===== src/design/eik_pkg.sv =====
`timescale 1ns / 1ps
`default_nettype none

package eik_pkg;

  localparam int TW = 20;   // travel time, Q8.12
  localparam int SW = 16;   // speed / spacing weight, Q8.8
  localparam int QW = 18;   // quadratic coefficient
  localparam int LW = 40;   // linear coefficient (magnitude of -b)
  localparam int HW = 39;   // half of the linear coefficient
  localparam int CW = 58;   // constant coefficient

  localparam logic [TW-1:0] TMAX = '1;

  typedef enum logic [1:0] {
    ST_ROOT     = 2'd0,
    ST_FALLBACK = 2'd1,
    ST_NOFROZEN = 2'd2
  } status_t;

  typedef enum logic [1:0] {
    REG_SPACING0 = 2'd0,
    REG_SPACING1 = 2'd1,
    REG_SPACING2 = 2'd2,
    REG_FALLBACK = 2'd3
  } reg_idx_t;

  typedef struct packed {
    logic [SW-1:0] spacing0;
    logic [SW-1:0] spacing1;
    logic [SW-1:0] spacing2;
  } spacing_t;

  // one closed point waiting to be solved
  typedef struct packed {
    logic [QW-1:0] quad;
    logic [HW-1:0] half_lin;
    logic [CW-1:0] cnst;
    logic [TW-1:0] small_t;
    logic [SW-1:0] speed;
  } solve_req_t;

endpackage

`default_nettype wire


===== src/design/eik_front.sv =====
`timescale 1ns / 1ps
`default_nettype none

module eik_front (
  input  wire                      clk,
  input  wire                      rst,
  input  wire                      in_valid,
  output logic                     in_ready,
  input  wire  [eik_pkg::TW-1:0]   minus_time,
  input  wire                      minus_ok,
  input  wire  [eik_pkg::TW-1:0]   plus_time,
  input  wire                      plus_ok,
  input  wire  [eik_pkg::SW-1:0]   speed,
  input  wire                      last_axis,
  input  eik_pkg::spacing_t        spacing,
  output eik_pkg::solve_req_t      req,
  output logic                     req_push,
  input  wire                      req_full
);
  import eik_pkg::*;

  typedef enum logic [1:0] {F_IDLE, F_MUL1, F_MUL2, F_PUSH} fstate_t;

  fstate_t       state;
  logic [1:0]    axis_count;
  logic [QW-1:0] quad;
  logic [LW-1:0] lin;
  logic [CW-1:0] cnst;
  logic [TW-1:0] small_t;

  logic [TW-1:0] v;
  logic [SW-1:0] w;
  logic          ok;
  logic          last;
  logic [SW-1:0] speed_r;
  logic [35:0]   wv;

  logic [TW-1:0] v_sel;
  logic [SW-1:0] w_sel;
  logic [35:0]   wv_next;
  logic [55:0]   wvv;
  logic          accept;

  assign accept   = in_valid && in_ready;
  assign in_ready = (state == F_IDLE);
  assign req_push = (state == F_PUSH) && !req_full;

  // smaller usable neighbor
  always_comb begin
    if (minus_ok && plus_ok) begin
      v_sel = (minus_time < plus_time) ? minus_time : plus_time;
    end else if (minus_ok) begin
      v_sel = minus_time;
    end else begin
      v_sel = plus_time;
    end
  end

  always_comb begin
    unique case (axis_count)
      2'd0:    w_sel = spacing.spacing0;
      2'd1:    w_sel = spacing.spacing1;
      default: w_sel = spacing.spacing2;
    endcase
  end

  assign wv_next = w * v;
  assign wvv     = wv * v;

  assign req.quad     = quad;
  assign req.half_lin = lin[LW-1:1];
  assign req.cnst     = cnst;
  assign req.small_t  = small_t;
  assign req.speed    = speed_r;

  always_ff @(posedge clk) begin
    if (rst) begin
      state      <= F_IDLE;
      axis_count <= '0;
      quad       <= '0;
      lin        <= '0;
      cnst       <= '0;
      small_t    <= TMAX;
    end else begin
      unique case (state)
        F_IDLE: begin
          if (accept) begin
            state <= F_MUL1;
          end
        end
        F_MUL1: begin
          state <= F_MUL2;
        end
        F_MUL2: begin
          if (ok) begin
            quad <= quad + {2'b0, w};
            lin  <= lin + {3'b0, wv, 1'b0};
            cnst <= cnst + {2'b0, wvv};
            if (v < small_t) begin
              small_t <= v;
            end
          end
          if (axis_count != 2'd3) begin
            axis_count <= axis_count + 2'd1;
          end
          state <= last ? F_PUSH : F_IDLE;
        end
        F_PUSH: begin
          if (!req_full) begin
            axis_count <= '0;
            quad       <= '0;
            lin        <= '0;
            cnst       <= '0;
            small_t    <= TMAX;
            state      <= F_IDLE;
          end
        end
        default: state <= F_IDLE;
      endcase
    end
  end

  // payload
  always_ff @(posedge clk) begin
    if (accept) begin
      v       <= v_sel;
      w       <= w_sel;
      ok      <= minus_ok || plus_ok;
      last    <= last_axis;
      speed_r <= speed;
    end
    if (state == F_MUL1) begin
      wv <= wv_next;
    end
  end

endmodule

`default_nettype wire


===== config.mk =====
export PLATFORM = sky130hd
export DESIGN_NAME = eik_front
export DESIGN_NICKNAME = d
export VERILOG_FILES = /design/src/design/eik_pkg.sv /design/src/design/eik_front.sv
export SDC_FILE = /design/constraint.sdc
export NUM_CORES = 2
export LEC_CHECK = 0
export BUFFER_PORTS_ARGS = -buffer_cell sky130_fd_sc_hd__buf_2
export CAP_MARGIN = 10
export CELL_PAD_IN_SITES_DETAIL_PLACEMENT = 1
export CELL_PAD_IN_SITES_GLOBAL_PLACEMENT = 1
export CORE_MARGIN = 10
export CORE_UTILIZATION = 40
export DETAILED_ROUTE_END_ITERATION = 8
export GPL_TIMING_DRIVEN = 0
export PLACE_DENSITY_LB_ADDON = 0.1
export SYNTH_ARGS = -nofsm -noshare
export SYNTH_HDL_FRONTEND = slang
export SYNTH_SLANG_ARGS = --single-unit

===== constraint.sdc =====
create_clock -name clk -period 9.57 [get_ports clk]
set_clock_uncertainty 0.2 [all_clocks]
set_input_delay 1.914 -clock clk [delete_from_list [all_inputs] [get_ports clk]]
set_output_delay 1.914 -clock clk [all_outputs]
set_load 0.03 [all_outputs]

==> metrics.csv <==
metric,value,unit
status,"finished, final reports clean",
CTS buffer count,38,
area added between synthesis and finish,10.3,%
distinct cell type count after synthesis,84,
"Max FO, Critical Path",10,
crit path from,v[11],
min-delay src,cnst[54],
Async SR Flop Fraction,0,%
"Slowest-stage cell, CP",buf_1,
"EDFF count, synth",90,
Worst Tran Pin Value,1.35,ns
initial DRC count,2177,
DRT Wirelength,175000,µm
Max Clk Rate,0.106,GHz
"Net count, final",6786,
Yosys reg bits,229,
DRC violations left,0,
WHS Path Cells,2,
RSZ-0062 raised after global routing,true,
clock buffer depth,3,
DP Wirelength,147000,µm
IO Port Bufs,263,
CTS tree,done,
"Seq/Total Area, Yosys",12.0,%
CP cell instances,"clkbuf_1, buf_1, nand2_1, fa_1, inv_1, fa_1, inv_1, fa_1, inv_1, fa_1, fa_1, fa_1, fa_1, ha_1, a21oi_1, o21ai_0, a21oi_1, o21ai_0, a31oi_4, o221ai_4, a2111oi_4, nor2_1, o211ai_1, mux2i_1",
fin crit period,9.45,ns
global-route wire length before repair,266000,µm
Syn Area/Cell,8.99,µm²
H-tree depth,2,
die area,128000,µm²
die height,358,µm
number of top-level pins,264,
worst r2r path cells,24,
Synth area leader,fa_1,
setup violators final,0,
Critical Path RT,9.91,ns
Yosys top cell area share,40.1,%
Reg-to-Reg Start,v[11],
Post-DP Area,49100,µm²
grt ovf,0,
final slew viol count,0,
CP max stage delay,0.80,ns
Post-Syn Area,45700,µm²
CP Class,flip-flop to flip-flop,
initial antenna violation count,17,
vias in the first global route,41600,
relative slew slack,9.72,%
Final ANT Viol Nets,0,
Layout Utilization,44.6,%
worst skew pair latency,0.64,ns
Synthesis Warnings,0,
Finished Cell Area,50400,µm²
Mapped Cells,5082,
final-report hold violation count,0,
"top cells by area, synth","fa_1, ha_1, inv_1, nand2_1, dfxtp_1",
site row count,123,
Worst Setup End Kind,flip-flop,
Post-CTS Setup Bufs,0,
startpoint type of the worst setup path,flip-flop,
die width,358,µm
All-Layer GR Usage,27.9,%
pin count of the biggest net entering global routing,40,
HP Class,flip-flop to flip-flop,
Max Cap Violations,0,
Via density,5.32,
1st-pass router iterations,5,
clk sinks,229,
cell repeated most along the worst path,fa_1,
Core Footprint,113000,µm²
vias,36900,
Final period util,98.7,%
Arrival @ worst endpoint,9.79,ns
Mapped Nets,6475,
clk slew on worst S/H paths,0.06,ns
DR WL/cell,25.3,µm
clock root buffer,clkbuf_16,
"Primary FF master, synth",dfxtp_1,
Initial Utilization,40.5,%
placer congestion estimate,0.914,
layout cell share with drive strength beyond 1,7.58,%
-- placed cells by master, fill, tap and decap left out, types with 90 or more instances in the layout --
cell / instances
a21oi_1: 170
and2_1: 355
buf_2: 279
clkbuf_1: 275
dfxtp_1: 139
edfxtp_1: 90
fa_1: 916
ha_1: 366
inv_1: 999
nand2_1: 862
nor2_1: 139
o21ai_0: 94
-- routing by layer --
metal	GRT usage (%)	routed length, µm	share of wire, %
met1	34.8	71800	41
met2	47.8	85000	48
met3	4.74	10700	6.1
met4	11.2	7880	4.5
met5	0	29	0.017
-- what timing repair did --
action / CTS / global route
resized for setup: 0 / 25
endpoints found under the setup margin: 0 / 4
hold buffers: 0 / 0
-- cell families after synthesis --
kind of cell    synth area share, %
compound gates                 9.00
xor+xnor                       2.43
fa+ha+maj                      50.1
buf+inv                        10.7
flops                          12.0
mux                           0.537
simple gates                   15.2
-- per-stage QoR --
step	setup slack (ns)	cells	setup TNS [ns]	hold WS, ns
2_1_floorplan	2.71	5082	0	0.279
5_1_grt	-0.0149	6923	-0.0149	0.292
3_3_place_gp	0.0975	6845	0	0.255
4_1_cts	0.0322	6922	0	0.268
3_5_place_dp	0.0544	6852	0	0.261
6_report	0.121	6930	0	0.266
-- worst paths after layout --
check	endpoint	slack (ns)
worst max-delay path	cnst[57]	0.12
worst min-delay path	cnst[54]	0.27
worst max register to register	cnst[57]	0.12
worst min register to register	cnst[54]	0.27
-- cells in the mapped netlist (16+ instances only) --
master,count
inv_1,999
fa_1,916
nand2_1,862
ha_1,366
and2_1,356
clkbuf_1,278
a21oi_1,170
nor2_1,141
dfxtp_1,139
o21ai_0,94
edfxtp_1,90
xnor2_1,82
a21o_1,79
a22oi_1,68
xor2_1,45
nand3_1,42
nand4_1,25
nor3_1,25
o22a_1,20
mux2_2,18
nand2b_1,18
o21ai_1,18
o21bai_1,18
a211oi_1,16
a31oi_1,16
o21a_1,16
-- worst max-delay path: cells and delay by family (launching register included) --
| family | cells | cell delay (ns) |
|---|---|---|
| mux | 1 | 0.25 |
| compound gates | 8 | 2.54 |
| flops | 1 | 0.35 |
| buf+inv | 5 | 1.75 |
| fa+ha+maj | 8 | 3.93 |
| simple gates | 2 | 0.31 |
-- registers in the layout, indices dropped and copies added, names as in the netlist --
| name | flops |
|---|---|
| quad | 18 |
| v | 20 |
| ok | 1 |
| w | 16 |
| last | 1 |
| small_t | 20 |
| axis_count | 2 |
| cnst | 58 |
| speed_r | 16 |
| lin | 39 |
| wv | 36 |
| state | 2 |
-- cell type report --
type	instances	area (µm²)
Antenna cell	7	17.5
Timing Repair Buffer	271	1480
Inverter	999	3750
Fill cell	13300	62500
Sequential cell	229	5490
Clock inverter	19	260
Clock buffer	51	1040
Buffer	298	1170
Tap cell	1500	1880
Multi-Input combinational cell	3556	35300
Power is left out: the tool's default activity adds up to more than one toggle a clock period on the data nets, which glitch-free logic cannot reach.
