--- src/design/eik_pkg.sv ---
`timescale 1ns / 1ps
`default_nettype none

package eik_pkg;

  localparam int TW = 20;   // travel time, Q8.12
  localparam int SW = 16;   // speed / spacing weight, Q8.8
  localparam int QW = 18;   // quadratic coefficient
  localparam int LW = 40;   // linear coefficient (magnitude of -b)
  localparam int HW = 39;   // half of the linear coefficient
  localparam int CW = 58;   // constant coefficient

  localparam logic [TW-1:0] TMAX = '1;

  typedef enum logic [1:0] {
    ST_ROOT     = 2'd0,
    ST_FALLBACK = 2'd1,
    ST_NOFROZEN = 2'd2
  } status_t;

  typedef enum logic [1:0] {
    REG_SPACING0 = 2'd0,
    REG_SPACING1 = 2'd1,
    REG_SPACING2 = 2'd2,
    REG_FALLBACK = 2'd3
  } reg_idx_t;

  typedef struct packed {
    logic [SW-1:0] spacing0;
    logic [SW-1:0] spacing1;
    logic [SW-1:0] spacing2;
  } spacing_t;

  // one closed point waiting to be solved
  typedef struct packed {
    logic [QW-1:0] quad;
    logic [HW-1:0] half_lin;
    logic [CW-1:0] cnst;
    logic [TW-1:0] small_t;
    logic [SW-1:0] speed;
  } solve_req_t;

endpackage

`default_nettype wire

--- src/design/eik_back.sv ---
`timescale 1ns / 1ps
`default_nettype none

module eik_back #(
  parameter int DIMS = 2
) (
  input  wire                      clk,
  input  wire                      rst,
  input  eik_pkg::solve_req_t      req,
  input  wire                      req_empty,
  output logic                     req_pop,
  input  wire  [eik_pkg::TW-1:0]   fallback_step,
  output logic                     out_valid,
  input  wire                      out_ready,
  output logic [eik_pkg::TW-1:0]   travel_time,
  output eik_pkg::status_t         status
);
  import eik_pkg::*;

  typedef enum logic [3:0] {
    B_IDLE, B_SETUP, B_MUL_HH, B_MUL_AC, B_DIV_S, B_CHECK, B_SQRT, B_DIV_T, B_OUT
  } bstate_t;

  bstate_t       state;
  logic [6:0]    cnt;
  logic [QW-1:0] a;
  logic [HW-1:0] h;
  logic [CW-1:0] c;
  logic [TW-1:0] small_t;
  logic [SW-1:0] spd;
  logic [31:0]   s2;
  logic [79:0]   mcand;
  logic [HW-1:0] mplier;
  logic [79:0]   acc;
  logic [79:0]   p;
  logic [79:0]   q;
  logic [79:0]   dvd;
  logic [41:0]   rem;
  logic [65:0]   quo;
  logic [39:0]   root;

  logic [79:0]   acc_add;
  logic [SW-1:0] spd_nz;
  logic [33:0]   ds_sh, ds_diff;
  logic          ds_bit;
  logic [32:0]   ds_rem;
  logic [18:0]   dt_sh;
  logic [19:0]   dt_diff;
  logic          dt_bit;
  logic [17:0]   dt_rem;
  logic [43:0]   sq_sh, sq_trial, sq_diff;
  logic          sq_ge;
  logic [39:0]   root_nx;
  logic [40:0]   t_num;
  logic [TW:0]   fb_sum;
  logic [TW-1:0] u_small;

  assign req_pop = (state == B_IDLE) && !req_empty;

  assign acc_add = mplier[0] ? acc + mcand : acc;
  assign spd_nz  = (spd == '0) ? SW'(1) : spd;

  // restoring divide step: slowness term
  assign ds_sh   = {rem[32:0], dvd[79]};
  assign ds_diff = ds_sh - {2'b0, s2};
  assign ds_bit  = !ds_diff[33];
  assign ds_rem  = ds_bit ? ds_diff[32:0] : ds_sh[32:0];

  // restoring divide step: final time
  assign dt_sh   = {rem[17:0], dvd[79]};
  assign dt_diff = {1'b0, dt_sh} - {2'b0, a};
  assign dt_bit  = !dt_diff[19];
  assign dt_rem  = dt_bit ? dt_diff[17:0] : dt_sh[17:0];

  // square root, two bits of radicand a step
  assign sq_sh    = {rem, dvd[79:78]};
  assign sq_trial = {2'b0, root, 2'b01};
  assign sq_ge    = (sq_sh >= sq_trial);
  assign sq_diff  = sq_sh - sq_trial;
  assign root_nx  = {root[38:0], sq_ge};

  assign t_num   = {2'b0, h} + {1'b0, root};
  assign u_small = (DIMS == 2) ? small_t : '0;
  assign fb_sum  = {1'b0, u_small} + {1'b0, fallback_step};

  always_ff @(posedge clk) begin
    if (rst) begin
      state     <= B_IDLE;
      out_valid <= 1'b0;
      cnt       <= '0;
    end else begin
      unique case (state)
        B_IDLE: begin
          if (!req_empty) begin
            a       <= req.quad;
            h       <= req.half_lin;
            c       <= req.cnst;
            small_t <= req.small_t;
            spd     <= req.speed;
            state   <= B_SETUP;
          end
        end
        B_SETUP: begin
          if (a == '0) begin
            travel_time <= TMAX;
            status      <= ST_NOFROZEN;
            out_valid   <= 1'b1;
            state       <= B_OUT;
          end else begin
            s2     <= spd_nz * spd_nz;
            mcand  <= {41'b0, h};
            mplier <= h;
            acc    <= '0;
            cnt    <= 7'(HW);
            state  <= B_MUL_HH;
          end
        end
        B_MUL_HH: begin
          acc    <= acc_add;
          mcand  <= mcand << 1;
          mplier <= mplier >> 1;
          cnt    <= cnt - 7'd1;
          if (cnt == 7'd1) begin
            p      <= acc_add;
            mcand  <= {22'b0, c};
            mplier <= {21'b0, a};
            acc    <= '0;
            cnt    <= 7'(QW);
            state  <= B_MUL_AC;
          end
        end
        B_MUL_AC: begin
          acc    <= acc_add;
          mcand  <= mcand << 1;
          mplier <= mplier >> 1;
          cnt    <= cnt - 7'd1;
          if (cnt == 7'd1) begin
            q     <= acc_add;
            dvd   <= {a, 62'b0};    // a * 2^48, top aligned in the 80-bit dvd
            rem   <= '0;
            quo   <= '0;
            cnt   <= 7'd66;
            state <= B_DIV_S;
          end
        end
        B_DIV_S: begin
          rem   <= {9'b0, ds_rem};
          quo   <= {quo[64:0], ds_bit};
          dvd   <= dvd << 1;
          cnt   <= cnt - 7'd1;
          if (cnt == 7'd1) begin
            p     <= p + {14'b0, quo[64:0], ds_bit};
            state <= B_CHECK;
          end
        end
        B_CHECK: begin
          if (p < q) begin
            travel_time <= fb_sum[TW] ? TMAX : fb_sum[TW-1:0];
            status      <= ST_FALLBACK;
            out_valid   <= 1'b1;
            state       <= B_OUT;
          end else begin
            dvd   <= p - q;
            rem   <= '0;
            root  <= '0;
            cnt   <= 7'd40;
            state <= B_SQRT;
          end
        end
        B_SQRT: begin
          rem  <= sq_ge ? sq_diff[41:0] : sq_sh[41:0];
          root <= root_nx;
          dvd  <= dvd << 2;
          cnt  <= cnt - 7'd1;
          if (cnt == 7'd1) begin
            state <= B_DIV_T;
            cnt   <= 7'd41;
            quo   <= '0;
            rem   <= '0;
          end
        end
        B_DIV_T: begin
          if (cnt == 7'd41) begin
            // first step loads the numerator; root is final here
            dvd <= {t_num, 39'b0};
            cnt <= cnt - 7'd1;
          end else begin
            rem <= {24'b0, dt_rem};
            quo <= {quo[64:0], dt_bit};
            dvd <= dvd << 1;
            cnt <= cnt - 7'd1;
            if (cnt == 7'd0) begin
              travel_time <= (|quo[39:19]) ? TMAX : {quo[18:0], dt_bit};
              status      <= ST_ROOT;
              out_valid   <= 1'b1;
              state       <= B_OUT;
            end
          end
        end
        B_OUT: begin
          if (out_ready) begin
            out_valid <= 1'b0;
            state     <= B_IDLE;
          end
        end
        default: state <= B_IDLE;
      endcase
    end
  end

  a_nofrozen_sat: assert property (@(posedge clk) disable iff (rst)
    (out_valid && status == ST_NOFROZEN) |-> travel_time == TMAX)
    else $error("no-frozen result not saturated");
  a_valid_in_out: assert property (@(posedge clk) disable iff (rst)
    out_valid |-> state == B_OUT)
    else $error("result shown outside output state");
  a_pop_only_idle: assert property (@(posedge clk) disable iff (rst)
    req_pop |=> state == B_SETUP)
    else $error("pop did not start a solve");

endmodule

`default_nettype wire

--- config.mk ---
export PLATFORM = sky130hd
export DESIGN_NAME = eik_back
export DESIGN_NICKNAME = d
export VERILOG_FILES = /design/src/design/eik_pkg.sv /design/src/design/eik_back.sv
export SDC_FILE = /design/constraint.sdc
export NUM_CORES = 2
export LEC_CHECK = 0
export BUFFER_PORTS_ARGS = -buffer_cell sky130_fd_sc_hd__buf_4
export CORE_MARGIN = 1
export CORE_UTILIZATION = 40
export CTS_CLUSTER_DIAMETER = 80
export DETAILED_ROUTE_END_ITERATION = 8
export GPL_TIMING_DRIVEN = 0
export HOLD_SLACK_MARGIN = 0.1
export PLACE_DENSITY = 0.57
export SYNTH_ARGS = -nofsm -noshare
export SYNTH_HDL_FRONTEND = slang
export SYNTH_SLANG_ARGS = --single-unit
--- constraint.sdc ---
create_clock -name clk -period 65.1 [get_ports clk]
set_input_delay 0 -clock clk [delete_from_list [all_inputs] [get_ports clk]]
set_output_delay 0 -clock clk [all_outputs]
set_load 0.03 [all_outputs]
==> results.cfg <==
[status]
status = finished with violations
violations = DRC, capacitance limit

[finish]
area_growth_pct = 18.7
multiInputGateArea_mm2 = 0.0338
fin_nets = 7818
post-route-util = 0.478
fillCellCount = 14414
regArea_mm2 = 0.0240
drive_gt1_frac = 0.0772

[sta]
max_slew_margin = 0.000749
setup_tns_ns = 0
hold_viol = 0
worst_slew_pin_slew_ns = 1.50
fmax_mhz = 124
fin_skew_ns = 0.0734
timing.final.crit_period_ns = 8.08
rsz0062_at_grt = false
slew_violations = 0
setup_viol = 0
period_share = 0.124

[logic_synthesis]
async_flop_share = 0
synth-edff-count = 790
synth_area_per_cell_um2 = 9.74
yosysTopAreaCell = edfxtp_1
postSynthRegisterBits = 802
synth_warnings = 0
synth_cell_types = 108
netlist.area_leader.share = 0.388
syn_inst = 6274
synth_area_mm2 = 0.0611
synth.area.top_cells = edfxtp_1 (39%), ha_1 (9.7%), fa_1 (5.6%)
synth_nets = 7094
ys_top_cells_by_count = edfxtp_1 (790), inv_1 (606), a21oi_1 (529), ha_1 (475), nor2_1 (461)
ys.flop_type = edfxtp_1
yosysMostFrequentCell = edfxtp_1
ys_seq_area_frac = 0.392

[critical_path]
crit_top_cell = a21oi_1
cp_slowest_cell = a211oi_1
crit_path_start_kind = flip-flop
end_kind = flip-flop
critPathMaxStageDelay_ns = 0.67
critPathMaxFanout = 10
worst_ep_arrival_time_ns = 8.52
worstSetupPathType = reg -> reg
worstPathRequired_ns = 65.55

[routing]
vias_per_cell = 5.72
dr_total_vias = 52078
wl_per_cell_um = 24.0
wirelength_um = 218000
post-route-drc-count = 20
drt_iter0_markers = 4834
first_pass_iters = 9
drtAntennaViolNets = 0

[floorplanning]
dieArea_mm2 = 0.154
coreArea_mm2 = 0.152
die_x_um = 393
rows = 143
io_pins = 199
die_y_um = 393
initial_utilization = 0.403

[clocking]
clk_pin_slew_ns = 0.06
hold_buffers = 339
cts_buffer_depth = 3
clockRootBuffer = clkbuf_16
cts_tree = done
htreeDepth = 3
cts_setup_buffers = 0
worstSkewPairLatency_ns = 0.78
cts_inserted_buffers = 96
cts.sink_count = 802
cts_resized = 0

[power_and_ir_drop]
pwr-share-clk = 0.156
netSwitchingFraction = 0.469
pwr-share-seq = 0.240
comb_power_share = 0.604
p_int_mw = 1.82
leakage_nw = 30.2
power_density_mw_per_mm2 = 47.3
p_switching_mw = 1.61
peakVddDrop_mv = 0.315

[grt]
antenna_found_initial = 14
grt_max_degree = 36
grt.overflow.total = 0
grt_pass1_wl_um = 321000
grt_pass1_vias = 50575
grt_use_total = 0.279

[placement]
hpwlAfterDp_um = 173000
io_buffers = 198
place.gp.congestion = 1.01

[flow_run]
cap_violations = 1

[min_path]
min_path_type = in -> reg
[per-stage QoR]
stage / setup WS [ns] / area [µm²] / power [mW] / instances / hold WS (ns)
after floorplan: 31.74 / 61100 / 2.24 / 6274 / 0.0989
after global placement: 13.15 / 65100 / 2.95 / 8502 / 0.178
after detailed placement: 57.13 / 66000 / 2.91 / 8591 / 0.179
after CTS: 57.08 / 72500 / 3.47 / 9103 / 0.183
after global routing: 56.62 / 72500 / 3.69 / 9104 / 0.207
final: 57.02 / 72500 / 3.43 / 9106 / 0.247
[flip-flops by register name, summed over array words and instances, names as in the netlist]
signal       cells
a               18
acc             80
c               58
cnt              7
dvd             80
h               39
mcand           80
mplier          39
out_valid        1
p               80
q               80
quo             65
rem             42
root            40
s2              31
small_t         20
spd             16
state            4
status           2
travel_time     20
[power by group through the flow]
stage                     Combinational (mW)  Sequential [mW]  Clock, mW
final                                   2.07            0.823      0.535
after global routing                    2.30            0.827      0.561
after CTS                               2.11            0.822      0.544
after detailed placement                2.07            0.831          0
after global placement                  2.03            0.921          0
after floorplan                         1.39            0.845          0
[placed cells by master, fill, tap and decap left out, types with 34 or more instances in the layout]
| master | netlist | routed |
|---|---|---|
| a21o_1 | 247 | 247 |
| a21oi_1 | 529 | 527 |
| a222oi_1 | 46 | 46 |
| a22o_1 | 42 | 42 |
| a22oi_1 | 70 | 70 |
| a31oi_1 | 56 | 56 |
| and2_1 | 106 | 105 |
| and3_1 | 102 | 102 |
| buf_4 | 1 | 230 |
| buf_6 | 1 | 38 |
| clkbuf_1 | 256 | 269 |
| clkbuf_16 | 0 | 97 |
| dlygate4sd3_1 | 0 | 339 |
| edfxtp_1 | 790 | 790 |
| fa_1 | 170 | 170 |
| ha_1 | 475 | 475 |
| inv_1 | 606 | 606 |
| mux2i_1 | 133 | 133 |
| nand2_1 | 450 | 450 |
| nand2b_1 | 48 | 48 |
| nand3_1 | 95 | 95 |
| nand4_1 | 96 | 96 |
| nor2_1 | 461 | 460 |
| nor2b_1 | 57 | 57 |
| nor3_1 | 68 | 63 |
| o211ai_1 | 34 | 34 |
| o21a_1 | 43 | 43 |
| o21ai_0 | 317 | 317 |
| o21bai_1 | 77 | 77 |
| xnor2_1 | 233 | 233 |
| xor2_1 | 141 | 141 |
[cell type report]
type	instances	share of cell area
clock buffers	113	0.0344
flip-flops and latches	802	0.330
diodes	3	0.000104
clock inverters	60	0.00792
multi-input cells	4570	0.466
repair buffers	626	0.0791
inverters	607	0.0314
plain buffers	295	0.0159
well taps	2030	0.0350
[final timing paths]
check | slack [ns] | startpoint | cells past startpoint | to
max reg2reg | 57.02 | dvd[79] | 28 | p[72]
min | 0.25 | req_empty | 3 | spd[12]
min reg2reg | 0.51 | cnt[1] | 2 | cnt[1]
max | 57.02 | dvd[79] | 28 | p[72]
[logic make-up (layout without fill, tap and decap cells)]
group                      count (synthesis)  count (layout)  share of synthesized area
AOI/OAI and AO/OA                       1801            1801                      0.195
xor gates and xnor gates                 374             374                     0.0536
adders and majority gates                645             645                      0.153
buffers and inverters                    902            1701                     0.0561
DFF                                      802             802                      0.392
muxes                                    144             144                     0.0238
other                                      0               3                          0
and+or+nand+nor                         1606            1606                      0.126
[routing by layer]
metal	wire length, µm	track usage	up-vias
met2	102000	0.459	1919
met5	40	0	-
met3	14000	0.0377	481
met4	12200	0.140	6
met1	90200	0.359	25362
li1	-	-	24310
[worst max-delay path, delay by kind of cell (launching register included)]
kind	cells	cell delay, ns
adder cells (fa/ha/maj)	3	0.94
AO/OA/AOI/OAI	16	4.33
buffers and inverters	4	1.07
XOR/XNOR	2	0.30
flip-flops	1	0.51
AND/OR/NAND/NOR	3	0.59
No activity file was read; power rests on OpenSTA's default activity.
