### src/design/eik_pkg.sv
`timescale 1ns / 1ps
`default_nettype none

package eik_pkg;

  localparam int TW = 20;   // travel time, Q8.12
  localparam int SW = 16;   // speed / spacing weight, Q8.8
  localparam int QW = 18;   // quadratic coefficient
  localparam int LW = 40;   // linear coefficient (magnitude of -b)
  localparam int HW = 39;   // half of the linear coefficient
  localparam int CW = 58;   // constant coefficient

  localparam logic [TW-1:0] TMAX = '1;

  typedef enum logic [1:0] {
    ST_ROOT     = 2'd0,
    ST_FALLBACK = 2'd1,
    ST_NOFROZEN = 2'd2
  } status_t;

  typedef enum logic [1:0] {
    REG_SPACING0 = 2'd0,
    REG_SPACING1 = 2'd1,
    REG_SPACING2 = 2'd2,
    REG_FALLBACK = 2'd3
  } reg_idx_t;

  typedef struct packed {
    logic [SW-1:0] spacing0;
    logic [SW-1:0] spacing1;
    logic [SW-1:0] spacing2;
  } spacing_t;

  // one closed point waiting to be solved
  typedef struct packed {
    logic [QW-1:0] quad;
    logic [HW-1:0] half_lin;
    logic [CW-1:0] cnst;
    logic [TW-1:0] small_t;
    logic [SW-1:0] speed;
  } solve_req_t;

endpackage

`default_nettype wire

### src/design/eik_fifo.sv
`timescale 1ns / 1ps
`default_nettype none

module eik_fifo (
  input  wire                  clk,
  input  wire                  rst,
  input  wire                  push,
  input  eik_pkg::solve_req_t  din,
  output logic                 full,
  input  wire                  pop,
  output eik_pkg::solve_req_t  dout,
  output logic                 empty
);
  import eik_pkg::*;

  solve_req_t slots [2];
  logic       wr_ptr;
  logic       rd_ptr;
  logic [1:0] count;

  assign full  = (count == 2'd2);
  assign empty = (count == 2'd0);
  assign dout  = slots[rd_ptr];

  always_ff @(posedge clk) begin
    if (rst) begin
      wr_ptr <= 1'b0;
      rd_ptr <= 1'b0;
      count  <= '0;
    end else begin
      if (push) begin
        wr_ptr <= !wr_ptr;
      end
      if (pop) begin
        rd_ptr <= !rd_ptr;
      end
      if (push && !pop) begin
        count <= count + 2'd1;
      end else if (pop && !push) begin
        count <= count - 2'd1;
      end
    end
  end

  always_ff @(posedge clk) begin
    if (push) begin
      slots[wr_ptr] <= din;
    end
  end

  a_no_overflow: assert property (@(posedge clk) disable iff (rst) push |-> !full)
    else $error("queue written while full");
  a_no_underflow: assert property (@(posedge clk) disable iff (rst) pop |-> !empty)
    else $error("queue read while empty");
  a_count_range: assert property (@(posedge clk) disable iff (rst)
    count != 2'd3)
    else $error("queue count out of range");

endmodule

`default_nettype wire

### config.mk
export PLATFORM = sky130hd
export DESIGN_NAME = eik_fifo
export DESIGN_NICKNAME = d
export VERILOG_FILES = /design/src/design/eik_pkg.sv /design/src/design/eik_fifo.sv
export SDC_FILE = /design/constraint.sdc
export NUM_CORES = 1
export LEC_CHECK = 0
export ABC_AREA = 0
export BUFFER_PORTS_ARGS = -buffer_cell sky130_fd_sc_hd__buf_2
export CORE_ASPECT_RATIO = 0.8
export CORE_UTILIZATION = 47
export CTS_CLUSTER_SIZE = 8
export DETAILED_ROUTE_END_ITERATION = 12
export PLACE_DENSITY = 0.78
export SKIP_LAST_GASP = 1
export SYNTH_ARGS = -nofsm -noshare
export SYNTH_HDL_FRONTEND = slang
export SYNTH_SLANG_ARGS = --single-unit
### constraint.sdc
create_clock -name clk -period 7.85 [get_ports clk]
set_clock_uncertainty 0.15 [all_clocks]
set_input_delay 0.785 -clock clk [delete_from_list [all_inputs] [get_ports clk]]
set_output_delay 0.785 -clock clk [all_outputs]
set_load 0.005 [all_outputs]
==> impl_metrics.yaml, run 1 <==
synthesis:
  synth_cell_types: 16
  synth_cells: 492
  netlist_area_mm2: 0.0115
  seq_area_frac_synth_pct: 80.0
  synth.avg_cell_area_um2: 23.3
  syn_nets: 648
  ys_ff_latch: 307
  synth_warnings: 0
placed_design:
  port_buffers: 307
  dp_hpwl_um: 14200
  globalplace.congestion: 0.740
cts:
  post_cts_buffers: 0
  clk_pin_slew_ps: 50
  clkLatencyLatePin_ps: 500
  cts.repair.resized: 0
  htree_levels: 2
  cts_hold_buf: 0
  cts_root_buf: "clkbuf_16"
  cts_buffer_depth: 3
  cts_sinks: 307
  cts_buffers: 44
  cts_tree: "built"
sta:
  rsz0062_at_grt: "no"
  finalCriticalPeriod_ps: 3780
  setup_tns_ps: 0
  slew_headroom_pct: 31.0
  worst_slew_pin_slew_ps: 1040
  finalSetupViolCount: 0
  max_freq_ghz: 0.265
  slew_viol_final: 0
  final_hold_viol_count: 0
  final.period_utilization_pct: 48.2
detailed_routing:
  drc: 0
  first_pass_iters: 4
  ant_nets: 0
  drtIter0Drc: 364
  wl_um: 21700
  vias: 5753
  met2WireLength_um: 10600
  wl_per_cell_um: 18.8
  met3_length_um: 1800
  topRoutingLayerUsed: "met4"
  wl_met1_um: 9010
  via_per_inst: 4.98
worst_setup_path:
  arrival_ps: 2840
  reg2reg_to: "slots[1][96]"
  r2r_cells: 2
  start_kind: "flip-flop"
  critical_path_class: "reg -> out"
  path_max_fanout: 57
  worstPathRequired_ps: 6910
  worst_setup_path_end_kind: "output port"
  regToRegStartpoint: "wr_ptr"
  reg2reg_slack_ps: 5820
floorplan:
  die_x_um: 177
  coreArea_mm2: 0.0236
  start_util_pct: 48.5
  die_area_mm2: 0.0250
  io_pins: 308
  num_rows: 50
  dieHeight_um: 142
cells_and_area:
  areaGrowthSynthToFinish_pct: 26.3
  final_cell_mix: "buf_2, edfxtp_1, mux2_4"
  diodes: 0
  layout_commonest_cell: "buf_2"
  regArea_mm2: 0.00917
  drive_above_1_share_pct: 61.0
  nets: 990
  multi_input_area_mm2: 0.00215
  n_fill_cell: 1686
global_routing:
  grt_pass1_wl_um: 32100
  grt_pass1_vias: 5959
  antenna_found_initial: 0
  overflow: 0
  grt_usage_pct: 17.0
  grt_max_degree: 76
power:
  total_power_mw: 3.95
  power_density_mw_per_mm2: 273
  total_leakage_power_nw: 5.65
  peakVddDrop_mv: 0.191
job:
  max_cap_viol_count: 0
outcome:
  status: "finished, final reports clean"
min_path:
  whs_endpoint: "slots[0][93]"
  hp-start: "din[93]"
  hold_path.class: "in -> reg"
  min_path_cells: 1
-- flip-flops by register name (all words and copies together), names as in the netlist, named ones only --
name    flops
slots     302
count       2
rd_ptr      1
wr_ptr      1
-- cell families (layout without fill, tap and decap cells) --
kind of cell | Yosys count | in the layout | synth area share, %
DFF | 307 | 307 | 80.0
muxes | 151 | 151 | 17.8
buffers and inverters | 18 | 370 | 1.37
and+or+nand+nor | 9 | 9 | 0.382
xor gates and xnor gates | 4 | 4 | 0.306
AOI/OAI and AO/OA | 2 | 2 | 0.0872
adders and majority gates | 1 | 1 | 0.109
-- Yosys cell counts --
master	count	area share (%)
o21ai_0	1	0.044
dfxtp_1	5	0.87
buf_2	6	0.26
buf_6	11	1.1
nor2_1	5	0.16
inv_1	1	0.033
edfxtp_1	302	79
a21oi_1	1	0.044
xnor2_1	2	0.15
and2_1	1	0.055
mux2_4	90	12
or3_1	1	0.055
xor2_1	2	0.15
ha_1	1	0.11
mux2_2	61	6.0
nor2b_1	2	0.11
-- layer usage --
metal	up-vias	GRT usage (%)
met5	-	0
met4	0	4.99
met3	40	5.25
met2	257	28.4
met1	2816	21.4
li1	2640	-
-- worst max-delay path by stage --
| stage | startpoint | end | slack [ps] | depth (start not counted) |
|---|---|---|---|---|
| 2_1_floorplan | push | slots[0][0] | 2540 | 1 |
| 3_3_place_gp | flip-flop | dout[8] | 4590 | 3 |
| 3_5_place_dp | flip-flop | dout[8] | 4570 | 3 |
| 4_1_cts | flip-flop | dout[8] | 4020 | 3 |
| 5_1_grt | flip-flop | dout[8] | 3940 | 3 |
| 6_report | flip-flop | dout[8] | 4070 | 3 |
-- where the power goes --
group / internal [mW] / switching, mW
combinational: 0.206 / 0.176
clock: 1.02 / 0.600
sequential: 1.92 / 0.0348
total: 3.14 / 0.811
-- critical path: stages (launching register included) --
cell and delay, ps:
dfxtp_4 800, buf_4 910, mux2_2 430, buf_2 130
-- per-stage QoR --
stage          instances  worst slack [ps]  hold slack (ps)  instance area (um2)  utilization [%]
2_1_floorplan        492              2540              311                11500                -
3_3_place_gp        1100              4590              337                13300             56.2
3_5_place_dp        1100              4570              355                13300             56.2
4_1_cts             1156              4020              285                14500             61.2
5_1_grt             1156              3940              289                14500             61.2
6_report            1156              4070              313                14500             61.2
-- area by class of cell --
class                           instances  share of cell area, %
Inverter                                1                 0.0259
Timing Repair Buffer                  313                   10.9
Clock inverter                          3                  0.173
Sequential cell                       307                   63.4
Clock buffer                           53                   7.98
Tap cell                              312                   2.70
Multi-Input combinational cell        167                   14.8
No activity file was read; power rests on OpenSTA's default activity.
==> inputs of run 2 (changes only) <==
--- a/config.mk
+++ b/config.mk
@@ -5,7 +5,7 @@
 export SDC_FILE = /design/constraint.sdc
 export NUM_CORES = 1
 export LEC_CHECK = 0
-export ABC_AREA = 0
+export ABC_AREA = 1
 export BUFFER_PORTS_ARGS = -buffer_cell sky130_fd_sc_hd__buf_2
 export CORE_ASPECT_RATIO = 0.8
 export CORE_UTILIZATION = 47
==> constraint.sdc (replaced) <==
create_clock -name clk -period 3.1 [get_ports clk]
set_clock_uncertainty 0.15 [all_clocks]
set_input_delay 0.31 -clock clk [delete_from_list [all_inputs] [get_ports clk]]
set_output_delay 0.31 -clock clk [all_outputs]
set_load 0.005 [all_outputs]
==> run 2 against run 1 <==
Wire length rose by 15%. Worst hold slack better by 57 ps. Core utilization rose by 7.4 points. Sequential share of layout area shrank 6.9 points. Synthesized cell count rose by 2.2%. Global-route usage grew 2.5 points. Sequential cell count stayed put. Count of clock-buffer cells in the layout increased by 8. Critical endpoint is now dout[39]. Largest cell class unchanged. Largest power group unchanged.
==> impl_metrics.yaml, run 2 <==
cts:
  clkLatencyLatePin_ps: 510
  cts_buffers: 44
  cts_hold_buf: 155
  cts_buffer_depth: 3
  cts_sinks: 307
  cts_root_buf: "clkbuf_16"
  cts.repair.resized: 0
  cts_tree: "built"
  post_cts_buffers: 0
  htree_levels: 2
  clk_pin_slew_ps: 50
outcome:
  status: "finished, final reports clean"
placed_design:
  port_buffers: 307
  globalplace.congestion: 0.747
  dpl_cell_area_mm2: 0.0135
  dp_hpwl_um: 14300
power:
  sw_frac_of_total_pct: 20.7
  power_density_mw_per_mm2: 633
  combPwrFrac_pct: 10.9
  power_switching_mw: 2.13
  total_power_mw: 10.3
  p_int_mw: 8.17
  peakVddDrop_mv: 0.507
  total_leakage_power_nw: 6.41
  p_seq_share_pct: 47.6
  power_frac_clock_pct: 41.5
synthesis:
  synth_top_area_cell: "edfxtp_1"
  syn_nets: 659
  ys_top_cells_by_area: "edfxtp_1, mux2_4, mux2_2"
  synth_cell_types: 16
  synth_most_common_cell: "edfxtp_1"
  synth.avg_cell_area_um2: 22.8
  ys_ff_latch: 307
  synthArstFlopShare_pct: 0
  synth_warnings: 0
  seq_area_frac_synth_pct: 79.8
  yosys-top-cells-count: "edfxtp_1, mux2_4, mux2_2, buf_6, inv_1"
  yosys.area.top_type_share_pct: 78.9
  synth-edff-count: 302
  synth_cells: 503
  yosys_most_used_dff: "edfxtp_1"
  netlist_area_mm2: 0.0115
worst_setup_path:
  crit_family: "flip-flops"
  regToRegStartpoint: "wr_ptr"
  critical_path_class: "reg -> out"
  start_kind: "flip-flop"
  arrival_ps: 2050
  path_buf_inv: 2
  crit_path_end: "dout[39]"
  cp_slowest_stage_delay_ps: 670
  reg2reg_to: "slots[1][8]"
  reg2reg_slack_ps: 1540
  worstPathRequired_ps: 2640
  crit_chain: "buf_4, mux2_2, buf_2"
  crit_cells: 3
  path_max_fanout: 30
  worst_setup_path_end_kind: "output port"
  r2r_cells: 3
  cp_slowest_cell: "dfxtp_4"
cells_and_area:
  multi_input_area_mm2: 0.00214
  diodes: 0
  areaGrowthSynthToFinish_pct: 41.6
  top_regs: "slots (302), count (2)"
  drive_above_1_share_pct: 51.2
  nets: 1163
  stdcell_area_mm2: 0.0163
  largest_reg_flops: 302
  n_fill_cell: 1475
  layout_commonest_cell: "buf_2"
  regArea_mm2: 0.00917
  max_flop_register: "slots"
  final_cell_mix: "buf_2, edfxtp_1, dlygate4sd3_1"
  final_util_pct: 68.6
min_path:
  hold_path.class: "in -> reg"
job:
  max_cap_viol_count: 0
detailed_routing:
  ant_nets: 0
  wl_per_cell_um: 18.8
  wl_um: 25100
  vias: 6584
  via_per_inst: 4.92
  first_pass_iters: 5
  drtIter0Drc: 386
  drc: 0
sta:
  final.period_utilization_pct: 80.9
  timing.hold.ws_ps: 370
  max_freq_ghz: 0.399
  rsz0062_at_grt: "no"
  finalSetupViolCount: 0
  final_hold_viol_count: 0
  slew_viol_final: 0
  worst_slew_pin_slew_ps: 533
  setup_tns_ps: 0
  slew_headroom_pct: 64.5
  finalCriticalPeriod_ps: 2510
global_routing:
  grt_pass1_vias: 7086
  grt_max_degree: 91
  antenna_found_initial: 0
  overflow: 0
  grt_pass1_wl_um: 37100
  grt_usage_pct: 19.6
floorplan:
  die_area_mm2: 0.0251
  coreArea_mm2: 0.0237
  io_pins: 308
  start_util_pct: 48.4
  die_x_um: 177
  num_rows: 50
  dieHeight_um: 142
run 2: cell count changes after synthesis:
cell	delta
inv_1	+8
nand2_1	+5
nor2_1	+2
nor2b_1	-2
xor2_1	-2
and2_1	-1
nand3_1	+1
nand4_1	+1
nor3_1	+1
or3_1	-1
xnor2_1	-1
run 2: metrics by stage:
step	worst slack, ps	cells
after global placement	1100	1118
after CTS	548	1337
after floorplan	-84.3	503
after global routing	470	1337
after detailed placement	1090	1118
final	591	1337
run 2: layout make-up:
cell class	count	share of cell area (%)
clock buffer	61	7.29
clock inverter	3	0.292
inverter	9	0.308
multi-input combinational	170	13.2
sequential	307	56.4
tap	312	2.40
timing repair buffer	475	20.1
run 2: worst min-delay path by stage:
stage | end | slack [ps] | cells after the start | startpoint
floorplan | wr_ptr | 230 | 1 | rst
global placement | slots[1][106] | 350 | 1 | din[106]
detailed placement | slots[1][87] | 350 | 1 | din[87]
CTS | slots[1][88] | 340 | 2 | din[88]
global route | slots[0][88] | 350 | 2 | din[88]
finish | slots[1][57] | 370 | 2 | din[57]
run 2: worst reg2reg max path, cell delays in order, from the launching register on:
cell,delay (ps)
dfxtp_2,370
nand2_2,80
clkinvlp_4,120
buf_12,410
run 2: logic make-up after synthesis:
family / Yosys count / share of synthesized area (%)
multiplexers: 151 / 17.7
XOR/XNOR: 1 / 0.0763
adder cells (fa/ha/maj): 1 / 0.109
buffers and inverters: 26 / 1.63
AO/OA/AOI/OAI: 2 / 0.0871
flip-flops: 307 / 79.8
AND/OR/NAND/NOR: 15 / 0.534
run 2: routing by layer:
metal	GRT usage [%]	part of all wire, %	vias up
met3	5.63	7.7	48
li1	-	-	2991
met4	5.99	1.9	0
met2	34.3	51	303
met1	23.3	40	3242
met5	0	0	-
run 2: power by group through the flow:
stage / Clock (mW) / Combinational (mW) / Sequential [mW]
global route: 4.54 / 1.20 / 4.91
global placement: 0 / 0.937 / 4.96
detailed placement: 0 / 0.954 / 4.97
floorplan: 0 / 0.549 / 4.95
finish: 4.27 / 1.12 / 4.90
CTS: 4.35 / 1.12 / 4.90
==> inputs of run 3 (changes only) <==
==> constraint.sdc (replaced) <==
create_clock -name clk -period 2.2 [get_ports clk]
set_clock_uncertainty 0.15 [all_clocks]
set_input_delay 0.22 -clock clk [delete_from_list [all_inputs] [get_ports clk]]
set_output_delay 0.22 -clock clk [all_outputs]
set_load 0.005 [all_outputs]
==> run 3 against run 2 <==
Die area unchanged. Total power increased by 40%. Combinational power increased by 47%. Sequential power increased by 40%. Critical path depth unchanged. Wire length increased by 1.9%. Design area increased by 0.11%. Sequential share of layout area decreased by 0.061 points. Final cell count decreased by 0.37%. Register-to-register slack got worse by 870 ps. Setup slack got worse by 530 ps. Largest cell class unchanged.
==> impl_metrics.yaml, run 3 (synthesized netlist as in run 2, its figures left out) <==
worst_setup_path:
  worst_setup_path_end_kind: "output port"
  cp_slowest_stage_delay_ps: 390
  critical_path_class: "reg -> out"
  crit_family: "buffers and inverters"
  arrival_ps: 1770
  path_max_fanout: 54
  cp_slowest_cell: "dfxtp_4"
  start_kind: "flip-flop"
  worstPathRequired_ps: 1830
  crit_chain: "buf_16, mux2_2, buf_2"
  path_buf_inv: 2
global_routing:
  grt_pass1_wl_um: 37500
  overflow: 0
  antenna_found_initial: 0
  grt_pass1_vias: 7032
  grt_max_degree: 83
  grt_usage_pct: 19.8
cells_and_area:
  final_util_pct: 68.7
  layout_commonest_cell: "buf_2"
  max_flop_register: "slots"
  n_fill_cell: 1468
  finalNonFillerCells: 1332
  drive_above_1_share_pct: 51.7
  areaGrowthSynthToFinish_pct: 41.7
  top_regs: "slots (302), count (2)"
  final_cell_mix: "buf_2, edfxtp_1, dlygate4sd3_1"
  largest_reg_flops: 302
  nets: 1166
  diodes: 0
placed_design:
  dp_hpwl_um: 14300
  pre_cts_ws_ps: 554
  globalplace.congestion: 0.750
  port_buffers: 307
  dp.cells: 1119
cts:
  cts_tree: "built"
  cts_buffers: 44
  clkLatencyLatePin_ps: 500
  htree_levels: 2
  cts_root_buf: "clkbuf_16"
  cts_buffer_depth: 3
  clk_pin_slew_ps: 50
  cts_sinks: 307
sta:
  finalCriticalPeriod_ps: 2140
  timing.hold.ws_ps: 282
  final.period_utilization_pct: 97.4
  finalSetupViolCount: 0
  final_hold_viol_count: 0
  max_freq_ghz: 0.467
  rsz0062_at_grt: "yes"
  slew_viol_final: 0
  fin_ws_ps: 56.4
  slew_headroom_pct: 63.9
  worst_slew_pin_slew_ps: 542
min_path:
  hold_path.class: "in -> reg"
job:
  max_cap_viol_count: 0
power:
  peakVddDrop_mv: 0.704
  power_density_mw_per_mm2: 888
  total_power_mw: 14.5
  total_leakage_power_nw: 6.42
detailed_routing:
  ant_nets: 0
  vias: 6588
  wl_um: 25600
  drc: 0
  first_pass_iters: 4
  via_per_inst: 4.95
  drtIter0Drc: 332
  wl_per_cell_um: 19.2
floorplan:
  die_x_um: 177
  start_util_pct: 48.4
  die_area_mm2: 0.0251
  num_rows: 50
  coreArea_mm2: 0.0237
  io_pins: 308
  dieHeight_um: 142
outcome:
  status: "finished, final reports clean"
==> run 3: worst register-to-register path: cells and delay by family (launching register included) <==
family        cells  cell delay (ps)
buf+inv           2              430
simple gates      1               80
flops             1              360
==> run 3: worst paths after layout <==
kind,from,endpoint,slack (ps),cells past startpoint
worst min register to register,rd_ptr,rd_ptr,360,2
worst min-delay path,din[141],slots[0][141],280,2
worst max-delay path,flip-flop,dout[43],60,3
worst max register to register,wr_ptr,slots[1][118],670,3
==> run 3: cell type report <==
class / count / area (um2) / share of cell area, %
Multi-Input combinational cell: 170 / 2140 / 13.2
Inverter: 9 / 37.5 / 0.231
Clock inverter: 3 / 47.5 / 0.292
Sequential cell: 307 / 9170 / 56.4
Timing Repair Buffer: 478 / 3330 / 20.5
Tap cell: 312 / 390 / 2.40
Clock buffer: 53 / 1160 / 7.10
==> run 3: through the flow <==
stage               TNS (ps)  area [um2]
CTS                        0       16200
finish                     0       16300
global placement           0       13500
global route           -4.09       16300
detailed placement         0       13500
floorplan            -287280       11500
==> run 3: what timing repair did <==
action / 4_1_cts / 5_1_grt
setup endpoints to repair: 0 / 33
setup buffers: 0 / 1
hold buffers: 155 / 0
gates resized for setup: 0 / 1
endpoints found under the hold margin: 307 / 0
==> run 3: report_power, final <==
part           internal [mW]  total (mW)  leakage, nW  switching, mW
clock                   3.74        5.93        0.587           2.19
combinational          0.936        1.65         2.96          0.710
sequential              6.80        6.88         2.88         0.0833
==> run 3: metal layers <==
metal / track usage [%] / wire length [um] / up-vias
met5: 0 / 0 / -
met4: 7.12 / 621 / 0
met3: 5.49 / 1850 / 52
met2: 34.4 / 13100 / 301
met1: 23.5 / 10000 / 3243
li1: - / - / 2992
